===== config.mk =====
export PLATFORM = sky130hd
export DESIGN_NAME = tlsr_divider
export DESIGN_NICKNAME = d
export VERILOG_FILES = /design/src/rtl/tlsr_pkg.sv /design/src/rtl/tlsr_divider.sv
export SDC_FILE = /design/constraint.sdc
export NUM_CORES = 1
export LEC_CHECK = 0
export BUFFER_PORTS_ARGS = -buffer_cell sky130_fd_sc_hd__clkbuf_2
export CAP_MARGIN = 20
export CORE_ASPECT_RATIO = 1.1
export CORE_UTILIZATION = 50
export CTS_CLUSTER_SIZE = 28
export DETAILED_ROUTE_END_ITERATION = 10
export GPL_ROUTABILITY_DRIVEN = 0
export MAX_ROUTING_LAYER = met4
export PLACE_DENSITY = 0.73
export SETUP_SLACK_MARGIN = 0.2
export SLEW_MARGIN = 10
export SYNTH_ARGS = -nofsm -noshare
export SYNTH_HDL_FRONTEND = slang
export SYNTH_SLANG_ARGS = --single-unit

===== constraint.sdc =====
create_clock -name i_clk -period 3.9 [get_ports i_clk]
set_input_delay 0.39 -clock i_clk [delete_from_list [all_inputs] [get_ports i_clk]]
set_output_delay 0.39 -clock i_clk [all_outputs]
set_load 0.005 [all_outputs]

===== src/rtl/tlsr_pkg.sv =====
// ----------------------------------------------------------------------------
// tlsr_pkg
// Shared types, constants and helper functions of the tape loop slot resolver.
// ----------------------------------------------------------------------------
package tlsr_pkg;

    localparam int SLOTS  = 64;
    localparam int TAG_W  = $clog2(SLOTS);
    localparam int CNT_W  = $clog2(SLOTS + 1);
    localparam int PASS_W = $clog2(2 * SLOTS + 1);
    localparam int IDX_W  = TAG_W + 2;
    localparam int POS_W  = 48;
    localparam int SPAN_W = 32;
    localparam int THR_W  = 15;
    localparam int DIV_W  = 48;
    localparam int DCNT_W = $clog2(DIV_W);
    localparam logic [THR_W-1:0] THR_RESET = 15'd256;

    typedef enum logic [1:0] {
        OP_RECORD  = 2'd0,
        OP_RESOLVE = 2'd1,
        OP_ERASE   = 2'd2,
        OP_NONE    = 2'd3
    } t_op;

    typedef enum logic [2:0] {
        S_IDLE,
        S_PASS,
        S_CHK,
        S_DIVA,
        S_DIVB,
        S_DONE
    } t_state;

    typedef struct packed {
        logic [TAG_W-1:0]  tag;
        logic [SPAN_W-1:0] start;
        logic [SPAN_W-1:0] span;
    } t_slot;

    function automatic logic [SPAN_W-1:0] sat32(input logic signed [49:0] v);
        logic [SPAN_W-1:0] r;
        if (v > 50'sh0_0000_7FFF_FFFF) begin
            r = 32'h7FFF_FFFF;
        end else if (v < -50'sh0_0000_8000_0000) begin
            r = 32'h8000_0000;
        end else begin
            r = v[31:0];
        end
        return r;
    endfunction

    function automatic logic [TAG_W-1:0] old_index(input logic [TAG_W-1:0] n,
                                                   input logic [CNT_W-1:0] f);
        logic [IDX_W-1:0] s;
        s = IDX_W'(n) + IDX_W'(1) + IDX_W'(SLOTS) - IDX_W'(f);
        if (s >= IDX_W'(SLOTS)) begin
            s = s - IDX_W'(SLOTS);
        end
        if (s >= IDX_W'(SLOTS)) begin
            s = s - IDX_W'(SLOTS);
        end
        return s[TAG_W-1:0];
    endfunction

endpackage


===== src/rtl/tlsr_divider.sv =====
// ----------------------------------------------------------------------------
// tlsr_divider
// Restoring radix-2 divider, one quotient bit per cycle.
// ----------------------------------------------------------------------------
module tlsr_divider (
    input  logic                        i_clk,
    input  logic                        i_rst_n,
    input  logic                        i_start,
    input  logic [tlsr_pkg::DIV_W-1:0]  i_dividend,
    input  logic [tlsr_pkg::SPAN_W-1:0] i_divisor,
    output logic [tlsr_pkg::DIV_W-1:0]  o_quotient,
    output logic                        o_done
);

    logic                         r_busy;
    logic                         r_done;
    logic [tlsr_pkg::DCNT_W-1:0]  r_cnt;
    logic [tlsr_pkg::SPAN_W-1:0]  r_rem;
    logic [tlsr_pkg::SPAN_W-1:0]  r_div;
    logic [tlsr_pkg::DIV_W-1:0]   r_quo;
    logic [tlsr_pkg::SPAN_W:0]    w_trial;
    logic                         w_ge;

    assign w_trial = {r_rem, r_quo[tlsr_pkg::DIV_W-1]};
    assign w_ge    = w_trial >= {1'b0, r_div};

    always_ff @(posedge i_clk) begin
        if (!i_rst_n) begin
            r_busy <= 1'b0;
            r_done <= 1'b0;
            r_cnt  <= '0;
        end else begin
            r_done <= 1'b0;
            if (i_start) begin
                r_busy <= 1'b1;
                r_cnt  <= '0;
            end else if (r_busy) begin
                r_cnt <= r_cnt + 1'b1;
                if (r_cnt == tlsr_pkg::DCNT_W'(tlsr_pkg::DIV_W - 1)) begin
                    r_busy <= 1'b0;
                    r_done <= 1'b1;
                end
            end
        end
    end

    always_ff @(posedge i_clk) begin
        if (i_start) begin
            r_rem <= '0;
            r_quo <= i_dividend;
            r_div <= i_divisor;
        end else if (r_busy) begin
            if (w_ge) begin
                r_rem <= tlsr_pkg::SPAN_W'(w_trial - {1'b0, r_div});
            end else begin
                r_rem <= w_trial[tlsr_pkg::SPAN_W-1:0];
            end
            r_quo <= {r_quo[tlsr_pkg::DIV_W-2:0], w_ge};
        end
    end

    assign o_quotient = r_quo;
    assign o_done     = r_done;

endmodule


==> flow_summary.yaml <==
status:
  status: "finished with violations"
  violations: "DRC"
placement:
  placement.io_buffers: 131
  post-place-cells: 873
  dpl_cell_area_um2: 7430
  hpwlAfterDp_um: 10300
critical_path:
  worstSetupPathType: "flip-flop to flip-flop"
  end_kind: "flip-flop"
  cp-start-kind: "flip-flop"
  path_delay_family: "compound AO/OA/AOI/OAI gates"
  cp_num_buf_inv: 2
  slowest_stage: "a31oi_4"
  cp_slowest_stage_delay_ns: 0.54
  arrival_ns: 3.60
  cp_max_fo: 16
  cp_cell_sequence: "inv_1, ha_1, nand4_1, or2_2, nor4_1, a2111oi_0, a31oi_4, buf_4, mux2i_1, nor2_1, a211oi_1"
  worstPathRequired_ns: 4.23
clock_tree:
  clock_latency_ns: 0.42
  hold_buffers: 0
  clock-root-buffer: "clkbuf_16"
  postCtsSetupBuffers: 0
  cts_buffers: 17
  cts.sinks: 120
  clockBufferDepth: 2
  cts_tree: "yes"
  cts_htree_levels: 4
  cts_resized: 0
  clkTransAtPathRegs_ns: 0.06
die:
  rows: 43
  die_y_um: 123
  dieArea_um2: 13800
  io_pins: 132
  dieWidth_um: 112
  initial_core_util: 0.522
  core_area_um2: 12800
route:
  vias: 5113
  ant_nets: 0
  routed_wl_um: 14400
  drc: 4
  drt_iter0_drc: 276
  wl_per_cell_um: 15.9
  drt_pass1_iterations: 8
  routed_via_density: 5.64
global_route:
  grt_usage: 0.224
  overflow: 0
  grt_pass1_vias: 5023
  grt_pass1_wl_um: 23300
  grt_max_degree: 66
  grt_antenna_before_repair: 0
timing:
  tightest_slew_ns: 0.761
  min_period_ns: 3.27
  post-route-period-util: 0.838
  skew_ns: 0.0103
  slew_viol_final: 0
  tns_ns: 0
  rsz0062_at_grt: "no"
  fmax_mhz: 306
  finalHoldViolCount: 0
  maxSlewHeadroom: 0.479
  setup_viol: 0
cells_and_area:
  ff_latch_area_um2: 3200
  stdcell_count: 906
  area_delta_synth_final_pct: 20.1
  final_util: 0.627
  layout-drive-gt1-share: 0.304
  multi_input_area_um2: 3180
  fin_nets: 853
  stdcell_area_um2: 8030
  antenna_cells: 0
  fill_cells: 1034
logic_synthesis:
  yosysWarnings: 0
  synth-seq-cells: 120
  synth_ff_type: "edfxtp_1"
  synth.area.top_cells: "edfxtp_1, dfxtp_1, mux2_2"
  synthesis.area_um2: 6680
  synth_largest_area_cell: "edfxtp_1"
  synth-seq-area-share: 0.479
  yosysTopAreaCellShare: 0.360
  synth_nets: 727
  synth_async_sr_flop_share: 0
  synth.distinct_cells: 54
  syn_avg_cell_area_um2: 11.0
  synth-edff-count: 80
  syn_inst: 610
min_path:
  holdCritPathClass: "input pin to flip-flop"
pwr:
  p_leak_nw: 3.43
  powerDensity_nw_per_um2: 485
  irDropWorstVdd_mv: 0.282
flow_run:
  cap_violations: 0
[final cells by class]
cell class	count	area share
clock buffer	21	0.0561
clock inverter	11	0.0157
inverter	40	0.0187
multi-input combinational	420	0.397
sequential	120	0.399
tap	157	0.0245
timing repair buffer	137	0.0892
[worst register-to-register path: cells and delay by family, from the launching register on]
family	cells	cell delay, ns
compound gates	3	0.95
simple gates	4	0.84
buf+inv	2	0.41
mux	1	0.22
fa+ha+maj	1	0.42
flops	1	0.32
[state kept, by name, indices dropped and copies added, names as in the netlist]
register,cells
r_cnt,6
o_done,1
r_busy,1
r_rem,32
r_div,32
o_quotient,48
[metal layers]
metal  global-route usage  part of all wire  up-vias
li1                     -                 -     2503
met1                0.254              0.42     2405
met2                0.379              0.50      176
met3               0.0544             0.058       29
met4                0.103             0.022        0
met5                    -                 0        -
[worst paths after layout]
check | startpoint | end | slack, ns | cells after the start
max | r_div[25] | r_rem[0] | 0.63 | 11
min | i_divisor[27] | r_div[27] | 0.14 | 1
max reg2reg | r_div[25] | r_rem[0] | 0.63 | 11
min reg2reg | r_rem[1] | r_rem[1] | 0.49 | 2
[synthesized netlist by cell type, types with 2 or more instances]
library cell / number
a21o_1: 12
nand2_1: 40
edfxtp_1: 80
a211oi_1: 25
mux2i_1: 28
o211ai_1: 4
dfxtp_1: 40
o21bai_1: 6
a21oi_1: 41
xor2_1: 14
o21a_1: 9
nor3_1: 6
nor2_1: 48
o21ai_0: 13
or3_1: 2
clkbuf_1: 24
a311oi_1: 2
nand2b_1: 8
o31ai_1: 3
mux2_2: 50
nor2b_1: 6
or2_2: 3
a41oi_1: 2
o2bb2ai_1: 2
ha_1: 33
buf_6: 4
nand3_1: 8
inv_1: 40
a31oi_1: 5
and3_1: 2
nand4_1: 11
xnor2_1: 17
[through the flow]
step / setup WS [ns] / power, mW / hold slack [ns]
floorplan: 1.10 / 2.16 / 0.454
global placement: 0.754 / 2.36 / 0.461
detailed placement: 0.646 / 2.38 / 0.482
CTS: 0.588 / 3.92 / 0.124
global route: 0.403 / 4.06 / 0.127
finish: 0.631 / 3.89 / 0.142
[power by group]
part           internal, mW  switching [mW]
sequential             1.49          0.0637
combinational         0.368           0.445
clock                 0.956           0.568
total                  2.81            1.08
[placed cells by master (no fill, tap or decap), drive strengths merged, types with 5 or more instances in the layout]
cell type / instances
nand2b: 8
o21a: 9
o21ai: 13
nand3: 8
ha: 33
a21o: 12
mux2i: 28
xor2: 14
a31oi: 7
mux2: 51
clkinv: 5
nand2: 40
nand4: 11
nor2b: 6
dfxtp: 40
o21bai: 7
nor3: 6
buf: 7
xnor2: 17
a21oi: 41
o211ai: 5
inv: 41
nor2: 48
edfxtp: 80
clkbuf: 151
a211oi: 25
[logic make-up (layout without fill, tap and decap cells)]
kind of cell,count (synthesis),in the layout,synth area share
AO/OA/AOI/OAI,139,139,0.149
XOR/XNOR,31,31,0.0406
adder cells (fa/ha/maj),34,34,0.0648
buffers and inverters,70,209,0.0440
flip-flops,120,120,0.479
multiplexers,79,79,0.128
AND/OR/NAND/NOR,137,137,0.0940
(Power assumes the default switching activity.)
