$ cat config.mk
export PLATFORM = sky130hd
export DESIGN_NAME = tlsr_cell
export DESIGN_NICKNAME = d
export VERILOG_FILES = /design/src/rtl/tlsr_pkg.sv /design/src/rtl/tlsr_cell.sv
export SDC_FILE = /design/constraint.sdc
export NUM_CORES = 1
export LEC_CHECK = 0
export ABC_AREA = 0
export BUFFER_PORTS_ARGS = -buffer_cell sky130_fd_sc_hd__buf_4
export CAP_MARGIN = 10
export CORE_ASPECT_RATIO = 1.5
export CORE_MARGIN = 2
export CORE_UTILIZATION = 35
export DETAILED_ROUTE_END_ITERATION = 8
export PLACE_DENSITY = 0.66
export SLEW_MARGIN = 20
export SYNTH_ARGS = -nofsm -noshare
export SYNTH_HDL_FRONTEND = slang
export SYNTH_SLANG_ARGS = --single-unit
$ cat constraint.sdc
create_clock -name i_clk -period 2.8 [get_ports i_clk]
set_input_delay 0.28 -clock i_clk [delete_from_list [all_inputs] [get_ports i_clk]]
set_output_delay 0.28 -clock i_clk [all_outputs]
set_load 0.03 [all_outputs]
$ cat src/rtl/tlsr_pkg.sv
// ----------------------------------------------------------------------------
// tlsr_pkg
// Shared types, constants and helper functions of the tape loop slot resolver.
// ----------------------------------------------------------------------------
package tlsr_pkg;

    localparam int SLOTS  = 64;
    localparam int TAG_W  = $clog2(SLOTS);
    localparam int CNT_W  = $clog2(SLOTS + 1);
    localparam int PASS_W = $clog2(2 * SLOTS + 1);
    localparam int IDX_W  = TAG_W + 2;
    localparam int POS_W  = 48;
    localparam int SPAN_W = 32;
    localparam int THR_W  = 15;
    localparam int DIV_W  = 48;
    localparam int DCNT_W = $clog2(DIV_W);
    localparam logic [THR_W-1:0] THR_RESET = 15'd256;

    typedef enum logic [1:0] {
        OP_RECORD  = 2'd0,
        OP_RESOLVE = 2'd1,
        OP_ERASE   = 2'd2,
        OP_NONE    = 2'd3
    } t_op;

    typedef enum logic [2:0] {
        S_IDLE,
        S_PASS,
        S_CHK,
        S_DIVA,
        S_DIVB,
        S_DONE
    } t_state;

    typedef struct packed {
        logic [TAG_W-1:0]  tag;
        logic [SPAN_W-1:0] start;
        logic [SPAN_W-1:0] span;
    } t_slot;

    function automatic logic [SPAN_W-1:0] sat32(input logic signed [49:0] v);
        logic [SPAN_W-1:0] r;
        if (v > 50'sh0_0000_7FFF_FFFF) begin
            r = 32'h7FFF_FFFF;
        end else if (v < -50'sh0_0000_8000_0000) begin
            r = 32'h8000_0000;
        end else begin
            r = v[31:0];
        end
        return r;
    endfunction

    function automatic logic [TAG_W-1:0] old_index(input logic [TAG_W-1:0] n,
                                                   input logic [CNT_W-1:0] f);
        logic [IDX_W-1:0] s;
        s = IDX_W'(n) + IDX_W'(1) + IDX_W'(SLOTS) - IDX_W'(f);
        if (s >= IDX_W'(SLOTS)) begin
            s = s - IDX_W'(SLOTS);
        end
        if (s >= IDX_W'(SLOTS)) begin
            s = s - IDX_W'(SLOTS);
        end
        return s[TAG_W-1:0];
    endfunction

endpackage

$ cat src/rtl/tlsr_cell.sv
// ----------------------------------------------------------------------------
// tlsr_cell
// One slot of the rotating ring: holds a tagged slot and passes it on.
// ----------------------------------------------------------------------------
module tlsr_cell (
    input  logic                i_clk,
    input  logic                i_rst_n,
    input  logic [tlsr_pkg::TAG_W-1:0] i_tag_init,
    input  logic                i_clear,
    input  logic                i_shift,
    input  tlsr_pkg::t_slot     i_prev,
    output tlsr_pkg::t_slot     o_slot
);

    tlsr_pkg::t_slot r_slot;

    always_ff @(posedge i_clk) begin
        if (!i_rst_n) begin
            r_slot.tag   <= i_tag_init;
            r_slot.start <= '0;
            r_slot.span  <= '0;
        end else if (i_clear) begin
            r_slot.start <= '0;
            r_slot.span  <= '0;
        end else if (i_shift) begin
            r_slot <= i_prev;
        end
    end

    assign o_slot = r_slot;

endmodule

==> flow_summary.html, run 1 <==
<table>
<tr><th>Metric</th><th>Value</th></tr>
<tr><th colspan="2">Synthesis</th></tr>
<tr><td>Cell count after synthesis</td><td>235</td></tr>
<tr><td>Yosys top cell area share</td><td>about half</td></tr>
<tr><td>FFs w/ async S/R, synth</td><td>0%</td></tr>
<tr><td>Sequential share of the synthesized area</td><td>a little over half</td></tr>
<tr><td>Top area cells in the synthesized netlist</td><td>dfxtp_1, mux2i_1, nor2_1, edfxtp_1, buf_12</td></tr>
<tr><td>Mean instance size in the synthesized netlist</td><td>approximately 11 um^2</td></tr>
<tr><td>Number of enable-type register cells in the synthesized netlist</td><td>6</td></tr>
<tr><td>Commonest cells post-synth</td><td>dfxtp_1, mux2i_1, nor2_1, buf_6, inv_1</td></tr>
<tr><td>Number of warnings reported in the yosys synthesis log</td><td>0</td></tr>
<tr><td>Post-synthesis net count</td><td>roughly 320</td></tr>
<tr><td>Number of different library cells in the post-synthesis netlist</td><td>14</td></tr>
<tr><td>Dominant cell type by area after synthesis</td><td>dfxtp_1</td></tr>
<tr><td>Yosys reg bits</td><td>70</td></tr>
<tr><td>Cell area after technology mapping</td><td>2670 um^2</td></tr>
<tr><td>Flip-flop cell with the highest count after synthesis</td><td>dfxtp_1</td></tr>
<tr><th colspan="2">Drt</th></tr>
<tr><td>Total vias in the final route</td><td>between 2000 and 2500</td></tr>
<tr><td>DRC violation count after routing</td><td>0</td></tr>
<tr><td>Met3 routed wirelength</td><td>470 um</td></tr>
<tr><td>DR top layer</td><td>met4</td></tr>
<tr><td>Via density per instance</td><td>around 4.3</td></tr>
<tr><td>Number of antenna-violating nets in the routed design</td><td>0</td></tr>
<tr><td>Routed wire length on met2</td><td>3120 um</td></tr>
<tr><td>Final routed wirelength across all metal layers</td><td>approximately 6000 um</td></tr>
<tr><td>Routed wire length per instance</td><td>around 12 um</td></tr>
<tr><td>Iteration count of the initial detailed-routing pass</td><td>4</td></tr>
<tr><td>Routed metal-1 wirelength</td><td>2280 um</td></tr>
<tr><td>Number of DRC violations after detailed-routing iteration 0</td><td>52</td></tr>
<tr><th colspan="2">Worst hold path</th></tr>
<tr><td>Min-delay src</td><td>i_prev[1]</td></tr>
<tr><td>Sink of the worst hold path</td><td>o_slot[1]$_SDFFE_PP0P_</td></tr>
<tr><td>Hold path cells</td><td>3</td></tr>
<tr><td>Type of the most critical hold path</td><td>input pin to register</td></tr>
<tr><th colspan="2">Worst setup path</th></tr>
<tr><td>Critical-path cell list</td><td>buf_4</td></tr>
<tr><td>Worst flop-to-flop path startpoint</td><td>o_slot[14]$_SDFFE_PP0P_</td></tr>
<tr><td>Worst path arrival time</td><td>0.88 ns</td></tr>
<tr><td>End of the worst register-to-register path</td><td>o_slot[14]$_SDFFE_PP0P_</td></tr>
<tr><td>Buffers and inverters on the worst path</td><td>1</td></tr>
<tr><td>Worst R2R Path Depth</td><td>2</td></tr>
<tr><td>Startpoint type of the worst setup path</td><td>register</td></tr>
<tr><td>Setup crit end kind</td><td>output pin</td></tr>
<tr><td>Max incr delay on CP</td><td>0.38 ns</td></tr>
<tr><td>Maximum fanout along the worst path</td><td>1</td></tr>
<tr><td>Required @ worst endpoint</td><td>around 2.5 ns</td></tr>
<tr><td>Critical-path cell with the highest stage delay</td><td>edfxtp_1</td></tr>
<tr><td>Type of the worst setup path</td><td>register to output pin</td></tr>
<tr><td>Family of cells with the greatest summed delay on the critical path</td><td>flip-flops</td></tr>
<tr><td>Reg-to-reg setup timing slack</td><td>between 2 and 2.5 ns</td></tr>
<tr><th colspan="2">STA</th></tr>
<tr><td>Period utilization</td><td>approximately 42%</td></tr>
<tr><td>Fmax</td><td>~860 MHz</td></tr>
<tr><td>Count of endpoints failing hold in the final timing report</td><td>0</td></tr>
<tr><td>Setup ws final</td><td>1.64 ns</td></tr>
<tr><td>Max transition margin</td><td>58.3%</td></tr>
<tr><td>Setup repair after global routing missed its margin</td><td>no</td></tr>
<tr><td>Min Clock Period, post-route</td><td>approximately 1.2 ns</td></tr>
<tr><td>Worst clock skew on the final layout</td><td>0 ns</td></tr>
<tr><td>Final count of negative-setup-slack endpoints</td><td>0</td></tr>
<tr><td>Accumulated negative setup slack</td><td>0 ns</td></tr>
<tr><td>Max-slew violation total from the final report</td><td>0</td></tr>
<tr><td>Transition time of the tightest slew-check pin</td><td>0.626 ns</td></tr>
<tr><th colspan="2">Floorplan</th></tr>
<tr><td>Die width</td><td>around 75 um</td></tr>
<tr><td>Vertical die dimension</td><td>111 um</td></tr>
<tr><td>I/O pin count</td><td>150</td></tr>
<tr><td>Placeable core region</td><td>approximately 7500 um^2</td></tr>
<tr><td>Area of the die</td><td>approximately 8300 um^2</td></tr>
<tr><td>Starting density of the core</td><td>35.5%</td></tr>
<tr><td>Row count</td><td>39</td></tr>
<tr><th colspan="2">CTS</th></tr>
<tr><td>Sinks on Clock Net</td><td>70</td></tr>
<tr><td>Post-CTS Hold Buffers</td><td>0</td></tr>
<tr><td>Clock slew seen by the registers of the worst setup and hold paths</td><td>around 0.06 ns</td></tr>
<tr><td>Number of buffers created by CTS</td><td>9</td></tr>
<tr><td>Clock Latency Late Sink</td><td>roughly 0.32 ns</td></tr>
<tr><td>H-tree level count</td><td>3</td></tr>
<tr><td>CTS tree</td><td>done</td></tr>
<tr><td>Postcts setup bufs</td><td>0</td></tr>
<tr><td>Number of cells upsized or downsized after cts</td><td>0</td></tr>
<tr><td>Maximum buffer depth of the clock tree</td><td>2</td></tr>
<tr><td>Root cell of the clock tree</td><td>clkbuf_16</td></tr>
<tr><th colspan="2">Placement</th></tr>
<tr><td>HPWL Detailed</td><td>4390 um</td></tr>
<tr><td>Final RePlAce weighted congestion</td><td>between 0.6 and 0.7</td></tr>
<tr><td>Count of placed standard cells including taps</td><td>472</td></tr>
<tr><td>Post-Place Setup Slack</td><td>1.31 ns</td></tr>
<tr><td>PortBufs</td><td>around 150</td></tr>
<tr><th colspan="2">Finish</th></tr>
<tr><td>Filler instances</td><td>between 700 and 800</td></tr>
<tr><td>Diodes inserted</td><td>0</td></tr>
<tr><td>Number of cells in the finished layout apart from fillers</td><td>around 490</td></tr>
<tr><td>Fraction of the core area covered by cells at the end of the flow</td><td>between 50 and 60%</td></tr>
<tr><td>Synthesis-to-layout area growth</td><td>50.7%</td></tr>
<tr><td>Share of final-layout standard cells stronger than drive strength 1</td><td>between 40 and 50%</td></tr>
<tr><td>Flip-flop count of the largest register after layout</td><td>70</td></tr>
<tr><td>Net count of the finished layout</td><td>about 460</td></tr>
<tr><th colspan="2">Power</th></tr>
<tr><td>Static power due to leakage</td><td>2.01 nW</td></tr>
<tr><td>Power per Cell Area</td><td>between 600 and 700 nW/um^2</td></tr>
<tr><td>Worst voltage drop across the vdd grid</td><td>roughly 0.38 mV</td></tr>
<tr><th colspan="2">Global route</th></tr>
<tr><td>Overall fraction of global-route tracks in use</td><td>approximately 15%</td></tr>
<tr><td>Final global-route overflow total</td><td>0</td></tr>
<tr><td>Antenna violations before repair</td><td>0</td></tr>
<tr><td>Number of global-route vias before repair</td><td>2146</td></tr>
<tr><td>Pin count of the biggest net entering global routing</td><td>51</td></tr>
<tr><td>First-pass GRT wire length</td><td>approximately 9400 um</td></tr>
<tr><th colspan="2">Flow run</th></tr>
<tr><td>Count of maximum capacitance violations</td><td>0</td></tr>
<tr><th colspan="2">Run status</th></tr>
<tr><td>Outcome</td><td>complete, no violations</td></tr>
</table>
==> routing by layer <==
metal	GRT usage, %	vias to the layer above
met5	0	-
met4	5.73	0
met3	5.73	9
met2	25.1	83
met1	15.4	943
li1	-	1070
==> worst reg2reg max path: stages, from the launching register on <==
cell and delay, ns:
dfxtp_1 0.31, mux2i_1 0.15, nor2_1 0.05
==> cells in the final DEF, fill, tap and decap left out, drive strengths merged <==
| cell | count |
|---|---|
| bufinv | 1 |
| o21ai | 7 |
| clkinvlp | 2 |
| mux2i | 64 |
| nand2b | 1 |
| buf | 151 |
| dfxtp | 64 |
| inv | 8 |
| edfxtp | 6 |
| clkbuf | 10 |
| nand3 | 6 |
| nor2 | 64 |
| clkinv | 2 |
==> how the worst max path moves through the flow <==
stage | start | endpoint | slack, ns | depth (start not counted)
floorplan | i_shift | o_slot[64]$_DFFE_PP_ | 1.48 | 4
global placement | i_shift | o_slot[64]$_DFFE_PP_ | 1.34 | 3
detailed placement | i_shift | o_slot[66]$_DFFE_PP_ | 1.31 | 3
CTS | o_slot[67]$_DFFE_PP_ | o_slot[67] | 1.62 | 1
global route | i_shift | o_slot[64]$_DFFE_PP_ | 1.57 | 3
finish | o_slot[67]$_DFFE_PP_ | o_slot[67] | 1.64 | 1
==> through the flow <==
stage	total power, mW	hold WS, ns	instance area [um^2]
6_report	2.51	0.193	4020
5_1_grt	2.61	0.195	4020
4_1_cts	2.55	0.185	4020
3_5_place_dp	1.45	0.480	3730
3_3_place_gp	1.44	0.474	3730
2_1_floorplan	1.30	0.427	2670
==> area by class of cell <==
class / count / area [um^2] / share of cell area (%)
Timing Repair Buffer: 151 / 1160 / 28.8
Multi-Input combinational cell: 142 / 955 / 23.8
Clock buffer: 10 / 229 / 5.70
Inverter: 7 / 26.3 / 0.654
Tap cell: 102 / 128 / 3.18
Sequential cell: 70 / 1460 / 36.4
Clock inverter: 6 / 61.3 / 1.53
==> cells by family (layout without fill, tap and decap cells) <==
kind of cell           Yosys count  count (layout)  synth area share, %
DFF                             70              70                 54.8
muxes                           64              64                 24.0
and+or+nand+nor                 71              71                 10.4
buffers and inverters           23             174                 9.48
AOI/OAI and AO/OA                7               7                 1.31
==> power by group <==
part           total [mW]  internal [mW]  switching (mW)  leakage, nW
clock network        1.09          0.686           0.408        0.139
registers            1.07           1.05          0.0186        0.582
logic               0.349          0.172           0.178         1.28
No activity file was read; power rests on OpenSTA's default activity.
==> run 2: changes to the inputs <==
--- a/config.mk
+++ b/config.mk
@@ -5,14 +5,14 @@
 export SDC_FILE = /design/constraint.sdc
 export NUM_CORES = 1
 export LEC_CHECK = 0
-export ABC_AREA = 0
+export ABC_AREA = 1
 export BUFFER_PORTS_ARGS = -buffer_cell sky130_fd_sc_hd__buf_4
 export CAP_MARGIN = 10
 export CORE_ASPECT_RATIO = 1.5
 export CORE_MARGIN = 2
 export CORE_UTILIZATION = 35
 export DETAILED_ROUTE_END_ITERATION = 8
-export PLACE_DENSITY = 0.66
+export PLACE_DENSITY = 0.67
 export SLEW_MARGIN = 20
 export SYNTH_ARGS = -nofsm -noshare
 export SYNTH_HDL_FRONTEND = slang
==> constraint.sdc (replaced) <==
create_clock -name i_clk -period 1.12 [get_ports i_clk]
set_input_delay 0.112 -clock i_clk [delete_from_list [all_inputs] [get_ports i_clk]]
set_output_delay 0.112 -clock i_clk [all_outputs]
set_load 0.03 [all_outputs]
==> flow_summary.html, run 2 <==
<table>
<tr><th>Metric</th><th>Value</th></tr>
<tr><th colspan="2">Run status</th></tr>
<tr><td>Outcome</td><td>complete, no violations</td></tr>
<tr><th colspan="2">STA</th></tr>
<tr><td>Worst clock skew on the final layout</td><td>0 ns (unchanged)</td></tr>
<tr><td>Min Clock Period, post-route</td><td>0.989 ns</td></tr>
<tr><td>Setup ws final</td><td>0.131 ns (-1.51 ns)</td></tr>
<tr><td>Period utilization</td><td>about 88%</td></tr>
<tr><td>Transition time of the tightest slew-check pin</td><td>0.421 ns (-0.205 ns)</td></tr>
<tr><td>Setup repair after global routing missed its margin</td><td>no</td></tr>
<tr><td>Max transition margin</td><td>71.9% (+14 points)</td></tr>
<tr><td>Max-slew violation total from the final report</td><td>0 (unchanged)</td></tr>
<tr><td>Accumulated negative setup slack</td><td>0 ns (unchanged)</td></tr>
<tr><td>Final count of negative-setup-slack endpoints</td><td>0 (unchanged)</td></tr>
<tr><td>Count of endpoints failing hold in the final timing report</td><td>0 (unchanged)</td></tr>
<tr><td>Hold slack</td><td>0.0304 ns (-0.162 ns)</td></tr>
<tr><td>Fmax</td><td>roughly 1000 MHz</td></tr>
<tr><th colspan="2">Worst setup path</th></tr>
<tr><td>Startpoint type of the worst setup path</td><td>register</td></tr>
<tr><td>Worst flop-to-flop path startpoint</td><td>o_slot[9]$_SDFFE_PP0P_</td></tr>
<tr><td>Critical Path Source</td><td>o_slot[68]$_DFFE_PP_</td></tr>
<tr><td>Buffers and inverters on the worst path</td><td>1 (unchanged)</td></tr>
<tr><td>Required @ worst endpoint</td><td>1.01 ns (-1.51 ns)</td></tr>
<tr><td>Critical-path cell with the highest stage delay</td><td>edfxtp_1</td></tr>
<tr><td>Family of cells with the greatest summed delay on the critical path</td><td>flip-flops</td></tr>
<tr><td>Maximum fanout along the worst path</td><td>1 (unchanged)</td></tr>
<tr><td>Setup crit end kind</td><td>output pin</td></tr>
<tr><td>Max incr delay on CP</td><td>0.37 ns (about the same)</td></tr>
<tr><td>Worst path arrival time</td><td>0.88 ns (about the same)</td></tr>
<tr><td>Critical-path cell list</td><td>buf_4</td></tr>
<tr><td>Type of the worst setup path</td><td>register to output pin</td></tr>
<tr><th colspan="2">Finish</th></tr>
<tr><td>Diodes inserted</td><td>0 (unchanged)</td></tr>
<tr><td>Post-layout instance area</td><td>3830 um^2 (-4.7%)</td></tr>
<tr><td>Leading cell type in the layout, fill and taps excluded</td><td>buf_4</td></tr>
<tr><td>Flip-flop count of the largest register after layout</td><td>70 (unchanged)</td></tr>
<tr><td>Synthesis-to-layout area growth</td><td>52.2%</td></tr>
<tr><td>Fraction of the core area covered by cells at the end of the flow</td><td>55.5% (+2.0 points)</td></tr>
<tr><td>Filler instances</td><td>667 (-10%)</td></tr>
<tr><td>Net count of the finished layout</td><td>531 (+15%)</td></tr>
<tr><td>Share of final-layout standard cells stronger than drive strength 1</td><td>37.5% (-5.8 points)</td></tr>
<tr><td>Most frequent cells in the layout</td><td>buf_4, nand2_1, a21oi_1, dfxtp_1, clkbuf_8</td></tr>
<tr><th colspan="2">Synthesis</th></tr>
<tr><td>Mean instance size in the synthesized netlist</td><td>8.20 um^2 (-28%)</td></tr>
<tr><td>Fraction of the mapped netlist area in simple logic gates</td><td>22.3% (+12 points)</td></tr>
<tr><td>Yosys reg bits</td><td>70 (unchanged)</td></tr>
<tr><td>Cell count after synthesis</td><td>307 (+31%)</td></tr>
<tr><td>Top area cells in the synthesized netlist</td><td>dfxtp_1, nand2_1, a21oi_1, edfxtp_1, buf_6</td></tr>
<tr><td>Flip-flop cell with the highest count after synthesis</td><td>dfxtp_1</td></tr>
<tr><td>Number of warnings reported in the yosys synthesis log</td><td>0 (unchanged)</td></tr>
<tr><td>FFs w/ async S/R, synth</td><td>0% (unchanged)</td></tr>
<tr><td>Number of different library cells in the post-synthesis netlist</td><td>12 (-2)</td></tr>
<tr><td>Commonest cells post-synth</td><td>nand2_1, a21oi_1, dfxtp_1, buf_2, buf_6</td></tr>
<tr><td>Share of synthesized area spent on multiplexers</td><td>0% (-24 points)</td></tr>
<tr><td>Dominant cell type by area after synthesis</td><td>dfxtp_1</td></tr>
<tr><td>Cell with the most instances after synthesis</td><td>nand2_1</td></tr>
<tr><td>Cell area after technology mapping</td><td>2520 um^2 (-5.6%)</td></tr>
<tr><td>Post-synthesis share of cell area spent on xor and xnor gates</td><td>0% (unchanged)</td></tr>
<tr><td>Post-Synth Adder-Cell Area</td><td>0% (unchanged)</td></tr>
<tr><td>Yosys top cell area share</td><td>50.9% (+2.9 points)</td></tr>
<tr><td>Compound-gate portion of the synthesized area</td><td>12.9% (+12 points)</td></tr>
<tr><td>Main combinational cell family by area after synthesis</td><td>simple AND/OR/NAND/NOR gates</td></tr>
<tr><td>Post-synthesis net count</td><td>387 (+23%)</td></tr>
<tr><td>Sequential share of the synthesized area</td><td>58.1% (+3.3 points)</td></tr>
<tr><td>Number of enable-type register cells in the synthesized netlist</td><td>6 (unchanged)</td></tr>
<tr><th colspan="2">Flow run</th></tr>
<tr><td>Count of maximum capacitance violations</td><td>0 (unchanged)</td></tr>
<tr><th colspan="2">Placement</th></tr>
<tr><td>PortBufs</td><td>149 (unchanged)</td></tr>
<tr><td>Post-Place Setup Slack</td><td>0.176 ns (-1.13 ns)</td></tr>
<tr><td>Cell area after placement</td><td>3660 um^2 (-1.8%)</td></tr>
<tr><td>Final RePlAce weighted congestion</td><td>0.722 (+4.1%)</td></tr>
<tr><td>HPWL Detailed</td><td>4770 um (+8.5%)</td></tr>
<tr><th colspan="2">Drt</th></tr>
<tr><td>Total vias in the final route</td><td>2478 (+18%)</td></tr>
<tr><td>DRC violation count after routing</td><td>0 (unchanged)</td></tr>
<tr><td>Via density per instance</td><td>4.64 (+7.6%)</td></tr>
<tr><td>Routed wire length per instance</td><td>12.7 um (+3.8%)</td></tr>
<tr><td>Number of DRC violations after detailed-routing iteration 0</td><td>133 (+160%)</td></tr>
<tr><td>Number of antenna-violating nets in the routed design</td><td>0 (unchanged)</td></tr>
<tr><td>Final routed wirelength across all metal layers</td><td>6780 um (+14%)</td></tr>
<tr><td>Iteration count of the initial detailed-routing pass</td><td>4 (unchanged)</td></tr>
<tr><th colspan="2">Floorplan</th></tr>
<tr><td>I/O pin count</td><td>150 (unchanged)</td></tr>
<tr><td>Row count</td><td>37 (-5.1%)</td></tr>
<tr><td>Starting density of the core</td><td>36.5% (+1.0 points)</td></tr>
<tr><td>Placeable core region</td><td>6900 um^2 (-8.2%)</td></tr>
<tr><td>Vertical die dimension</td><td>108 um (-2.8%)</td></tr>
<tr><td>Die width</td><td>73.2 um (-2.7%)</td></tr>
<tr><td>Area of the die</td><td>7900 um^2 (-5.4%)</td></tr>
<tr><th colspan="2">CTS</th></tr>
<tr><td>Root cell of the clock tree</td><td>clkbuf_8</td></tr>
<tr><td>H-tree level count</td><td>3 (unchanged)</td></tr>
<tr><td>Number of cells upsized or downsized after cts</td><td>0 (unchanged)</td></tr>
<tr><td>Number of buffers created by CTS</td><td>9 (unchanged)</td></tr>
<tr><td>CTS tree</td><td>done</td></tr>
<tr><td>Clock Latency Late Sink</td><td>0.33 ns (about the same)</td></tr>
<tr><td>Clock slew seen by the registers of the worst setup and hold paths</td><td>0.07 ns (about the same)</td></tr>
<tr><td>Sinks on Clock Net</td><td>70 (unchanged)</td></tr>
<tr><td>Postcts setup bufs</td><td>0 (unchanged)</td></tr>
<tr><td>Maximum buffer depth of the clock tree</td><td>2 (unchanged)</td></tr>
<tr><td>Post-CTS Hold Buffers</td><td>0 (unchanged)</td></tr>
<tr><th colspan="2">Global route</th></tr>
<tr><td>Pin count of the biggest net entering global routing</td><td>47 (-7.8%)</td></tr>
<tr><td>Number of global-route vias before repair</td><td>2302 (+7.3%)</td></tr>
<tr><td>Final global-route overflow total</td><td>0 (unchanged)</td></tr>
<tr><td>Overall fraction of global-route tracks in use</td><td>17.2% (+2.6 points)</td></tr>
<tr><td>Antenna violations before repair</td><td>0 (unchanged)</td></tr>
<tr><td>First-pass GRT wire length</td><td>10500 um (+12%)</td></tr>
<tr><th colspan="2">Worst hold path</th></tr>
<tr><td>Min-delay src</td><td>i_prev[30]</td></tr>
<tr><td>Type of the most critical hold path</td><td>input pin to register</td></tr>
<tr><th colspan="2">Power</th></tr>
<tr><td>Worst voltage drop across the vdd grid</td><td>0.782 mV (+110%)</td></tr>
<tr><td>Power per Cell Area</td><td>1370 nW/um^2 (+120%)</td></tr>
<tr><td>Static power due to leakage</td><td>1.77 nW (-11%)</td></tr>
</table>
==> run 2: final timing paths <==
kind                                                 to  slack [ns]  depth (start not counted)
worst min register to register  o_slot[58]$_SDFFE_PP0P_        0.46                          2
worst max-delay path                         o_slot[68]        0.13                          1
worst max register to register   o_slot[9]$_SDFFE_PP0P_        0.50                          2
worst min-delay path            o_slot[30]$_SDFFE_PP0P_        0.03                          3
==> run 2: cell families after synthesis <==
logic type / after synthesis
AOI/OAI and AO/OA: 65
buffers and inverters: 25
DFF: 70
and+or+nand+nor: 147
==> run 2: metal layers <==
metal  global-route usage [%]  share of wire [%]
met1                     19.5                 39
met2                     28.8                 52
met3                     4.12                6.4
met4                     9.79                2.5
met5                        0                  0
==> run 2: through the flow <==
stage,power (mW),instances
finish,5.24,534
global route,5.50,534
CTS,5.31,534
detailed placement,3.57,518
global placement,3.56,518
floorplan,3.16,307
==> run 2: tightest hold or removal path: cells and delay by family <==
| kind | cells | cell delay [ns] |
|---|---|---|
| AOI/OAI and AO/OA | 1 | 0.05 |
| and+or+nand+nor | 1 | 0.05 |
| buffers and inverters | 1 | 0.11 |
==> run 2: where the power goes <==
part	internal [mW]	switching, mW
sequential	2.62	0.0423
combinational	0.381	0.458
clock	0.864	0.870
==> run 2: layout make-up <==
type                            instances  area, um^2  share of cell area (%)
Multi-Input combinational cell        212         891                    23.3
Tap cell                               78        97.6                    2.55
Inverter                                3        11.3                   0.294
Sequential cell                        70        1460                    38.2
Clock inverter                          3        18.8                   0.490
Clock buffer                           13         149                    3.89
Timing Repair Buffer                  155        1200                    31.4
==> run 3: changes to the inputs <==
--- a/config.mk
+++ b/config.mk
@@ -10,9 +10,9 @@
 export CAP_MARGIN = 10
 export CORE_ASPECT_RATIO = 1.5
 export CORE_MARGIN = 2
-export CORE_UTILIZATION = 35
+export CORE_UTILIZATION = 43
 export DETAILED_ROUTE_END_ITERATION = 8
-export PLACE_DENSITY = 0.67
+export PLACE_DENSITY = 0.79
 export SLEW_MARGIN = 20
 export SYNTH_ARGS = -nofsm -noshare
 export SYNTH_HDL_FRONTEND = slang
==> flow_summary.html, run 3 (synthesis results as in run 2) <==
<table>
<tr><th>Metric</th><th>Value</th></tr>
<tr><th colspan="2">Run status</th></tr>
<tr><td>Outcome</td><td>complete, no violations</td></tr>
<tr><th colspan="2">Floorplan</th></tr>
<tr><td>Die width</td><td>66.5 um (-9.2%)</td></tr>
<tr><td>Vertical die dimension</td><td>97.7 um (-9.4%)</td></tr>
<tr><td>Placeable core region</td><td>5740 um^2 (-17%)</td></tr>
<tr><td>Starting density of the core</td><td>43.8% (+7.3 points)</td></tr>
<tr><td>I/O pin count</td><td>150 (unchanged)</td></tr>
<tr><td>Area of the die</td><td>6490 um^2 (-18%)</td></tr>
<tr><td>Row count</td><td>34 (-8.1%)</td></tr>
<tr><th colspan="2">Placement</th></tr>
<tr><td>Post-Place Setup Slack</td><td>0.219 ns (+0.0425 ns)</td></tr>
<tr><td>PortBufs</td><td>149 (unchanged)</td></tr>
<tr><td>Final RePlAce weighted congestion</td><td>0.748 (+3.6%)</td></tr>
<tr><td>Cell area after placement</td><td>3670 um^2 (+0.14%)</td></tr>
<tr><td>HPWL Detailed</td><td>4660 um (-2.3%)</td></tr>
<tr><th colspan="2">Worst setup path</th></tr>
<tr><td>Worst flop-to-flop path startpoint</td><td>o_slot[42]$_SDFFE_PP0P_</td></tr>
<tr><td>Required @ worst endpoint</td><td>1.01 ns (about the same)</td></tr>
<tr><td>Critical-path cell list</td><td>buf_4</td></tr>
<tr><td>Worst path arrival time</td><td>0.89 ns (about the same)</td></tr>
<tr><td>Critical-path cell with the highest stage delay</td><td>edfxtp_1</td></tr>
<tr><td>Critical Path Source</td><td>o_slot[67]$_DFFE_PP_</td></tr>
<tr><td>Type of the worst setup path</td><td>register to output pin</td></tr>
<tr><td>Buffers and inverters on the worst path</td><td>1 (unchanged)</td></tr>
<tr><td>Max incr delay on CP</td><td>0.37 ns (about the same)</td></tr>
<tr><td>Setup crit end kind</td><td>output pin</td></tr>
<tr><td>Family of cells with the greatest summed delay on the critical path</td><td>flip-flops</td></tr>
<tr><td>Maximum fanout along the worst path</td><td>1 (unchanged)</td></tr>
<tr><td>Startpoint type of the worst setup path</td><td>register</td></tr>
<tr><th colspan="2">Power</th></tr>
<tr><td>Worst voltage drop across the vdd grid</td><td>1.01 mV (+29%)</td></tr>
<tr><td>Clock power frac</td><td>39.5% (+6.4 points)</td></tr>
<tr><td>Net switching power</td><td>1.42 mW (+3.4%)</td></tr>
<tr><td>Relative contribution of combinational cells to total power</td><td>14.6% (-1.4 points)</td></tr>
<tr><td>Switching power share of the total</td><td>24.4% (-1.7 points)</td></tr>
<tr><td>Power per Cell Area</td><td>1490 nW/um^2 (+8.7%)</td></tr>
<tr><td>Sequential power share</td><td>46.0% (-4.9 points)</td></tr>
<tr><td>Total internal power</td><td>4.38 mW (+13%)</td></tr>
<tr><td>Static power due to leakage</td><td>1.81 nW (+2.0%)</td></tr>
<tr><th colspan="2">CTS</th></tr>
<tr><td>Root cell of the clock tree</td><td>clkbuf_8</td></tr>
<tr><td>Postcts setup bufs</td><td>0 (unchanged)</td></tr>
<tr><td>Post-CTS Hold Buffers</td><td>0 (unchanged)</td></tr>
<tr><td>Number of buffers created by CTS</td><td>9 (unchanged)</td></tr>
<tr><td>Maximum buffer depth of the clock tree</td><td>2 (unchanged)</td></tr>
<tr><td>Clock Latency Late Sink</td><td>0.34 ns (about the same)</td></tr>
<tr><td>CTS tree</td><td>done</td></tr>
<tr><td>Number of cells upsized or downsized after cts</td><td>0 (unchanged)</td></tr>
<tr><td>Sinks on Clock Net</td><td>70 (unchanged)</td></tr>
<tr><td>Clock slew seen by the registers of the worst setup and hold paths</td><td>0.08 ns (about the same)</td></tr>
<tr><td>H-tree level count</td><td>3 (unchanged)</td></tr>
<tr><th colspan="2">STA</th></tr>
<tr><td>Fmax</td><td>998 MHz (-1.3%)</td></tr>
<tr><td>Transition time of the tightest slew-check pin</td><td>0.315 ns (-0.106 ns)</td></tr>
<tr><td>Worst clock skew on the final layout</td><td>0 ns (unchanged)</td></tr>
<tr><td>Count of endpoints failing hold in the final timing report</td><td>0 (unchanged)</td></tr>
<tr><td>Setup ws final</td><td>0.118 ns (-0.0132 ns)</td></tr>
<tr><td>Hold slack</td><td>0.0212 ns (-0.00927 ns)</td></tr>
<tr><td>Min Clock Period, post-route</td><td>1.00 ns (+0.0132 ns)</td></tr>
<tr><td>Max transition margin</td><td>79.0% (+7.0 points)</td></tr>
<tr><td>Final count of negative-setup-slack endpoints</td><td>0 (unchanged)</td></tr>
<tr><td>Period utilization</td><td>89.5% (+1.2 points)</td></tr>
<tr><td>Accumulated negative setup slack</td><td>0 ns (unchanged)</td></tr>
<tr><td>Max-slew violation total from the final report</td><td>0 (unchanged)</td></tr>
<tr><td>Setup repair after global routing missed its margin</td><td>no</td></tr>
<tr><th colspan="2">Finish</th></tr>
<tr><td>Most frequent cells in the layout</td><td>buf_4, nand2_1, a21oi_1, dfxtp_1, clkbuf_8</td></tr>
<tr><td>Area used by sequential logic in the layout</td><td>1460 um^2 (unchanged)</td></tr>
<tr><td>Share of final-layout standard cells stronger than drive strength 1</td><td>38.2% (+0.66 points)</td></tr>
<tr><td>Synthesis-to-layout area growth</td><td>55.0%</td></tr>
<tr><td>Net count of the finished layout</td><td>531 (unchanged)</td></tr>
<tr><td>Diodes inserted</td><td>0 (unchanged)</td></tr>
<tr><td>Leading cell type in the layout, fill and taps excluded</td><td>buf_4</td></tr>
<tr><td>Fraction of the core area covered by cells at the end of the flow</td><td>67.9% (+12 points)</td></tr>
<tr><td>Post-layout instance area</td><td>3900 um^2 (+1.8%)</td></tr>
<tr><td>Flip-flop count of the largest register after layout</td><td>70 (unchanged)</td></tr>
<tr><td>Area of combinational cells with multiple inputs</td><td>891 um^2 (unchanged)</td></tr>
<tr><td>Filler instances</td><td>515 (-23%)</td></tr>
<tr><th colspan="2">Drt</th></tr>
<tr><td>Via density per instance</td><td>4.75 (+2.4%)</td></tr>
<tr><td>Final routed wirelength across all metal layers</td><td>6510 um (-4.0%)</td></tr>
<tr><td>Number of DRC violations after detailed-routing iteration 0</td><td>176 (+32%)</td></tr>
<tr><td>Routed wire length per instance</td><td>12.3 um (-3.0%)</td></tr>
<tr><td>Total vias in the final route</td><td>2509 (+1.3%)</td></tr>
<tr><td>Iteration count of the initial detailed-routing pass</td><td>4 (unchanged)</td></tr>
<tr><td>DRC violation count after routing</td><td>0 (unchanged)</td></tr>
<tr><td>Number of antenna-violating nets in the routed design</td><td>0 (unchanged)</td></tr>
<tr><th colspan="2">Global route</th></tr>
<tr><td>First-pass GRT wire length</td><td>10100 um (-4.0%)</td></tr>
<tr><td>Overall fraction of global-route tracks in use</td><td>20.0% (+2.8 points)</td></tr>
<tr><td>Number of global-route vias before repair</td><td>2405 (+4.5%)</td></tr>
<tr><td>Final global-route overflow total</td><td>0 (unchanged)</td></tr>
<tr><td>Antenna violations before repair</td><td>0 (unchanged)</td></tr>
<tr><td>Pin count of the biggest net entering global routing</td><td>49 (+4.3%)</td></tr>
<tr><th colspan="2">Worst hold path</th></tr>
<tr><td>Type of the most critical hold path</td><td>input pin to register</td></tr>
<tr><td>Min-delay src</td><td>i_prev[43]</td></tr>
<tr><th colspan="2">Flow run</th></tr>
<tr><td>Count of maximum capacitance violations</td><td>0 (unchanged)</td></tr>
</table>
[run 3: worst register-to-register path: cells and delay by family, from the launching register on]
family / cells / cell delay (ns)
compound gates: 1 / 0.14
flops: 1 / 0.35
simple gates: 1 / 0.07
[run 3: through the flow]
step | std cells | power [mW]
2_1_floorplan | 307 | 3.16
3_3_place_gp | 512 | 3.56
3_5_place_dp | 512 | 3.57
4_1_cts | 528 | 5.86
5_1_grt | 528 | 6.04
6_report | 528 | 5.80
[run 3: metal layers]
metal / global-route usage [%] / wire length, um / vias to the layer above / share of wire (%)
met5: 0 / 0 / - / 0
met4: 12.6 / 237 / 0 / 3.6
met3: 4.98 / 472 / 22 / 7.3
met2: 34.5 / 3370 / 104 / 52
met1: 20.8 / 2420 / 1115 / 37
li1: - / - / 1268 / -
[run 3: area by class of cell]
| cell class | instances | share of cell area (%) |
|---|---|---|
| well taps | 72 | 2.31 |
| clock buffers | 11 | 3.88 |
| repair buffers | 155 | 31.1 |
| multi-input cells | 212 | 22.8 |
| clock inverters | 5 | 2.09 |
| inverters | 3 | 0.289 |
| flip-flops and latches | 70 | 37.5 |
[run 3: power groups by stage]
stage               Combinational, mW  Sequential [mW]  Clock (mW)
floorplan                       0.245             2.92           0
global placement                0.840             2.72           0
detailed placement              0.847             2.72           0
CTS                             0.850             2.67        2.35
global route                    0.906             2.68        2.46
finish                          0.845             2.67        2.29
[run 3: final timing paths]
path | to | slack [ns] | cells past startpoint
max | o_slot[67] | 0.12 | 1
min | o_slot[43]$_SDFFE_PP0P_ | 0.02 | 3
max reg2reg | o_slot[42]$_SDFFE_PP0P_ | 0.51 | 2
min reg2reg | o_slot[21]$_SDFFE_PP0P_ | 0.46 | 2
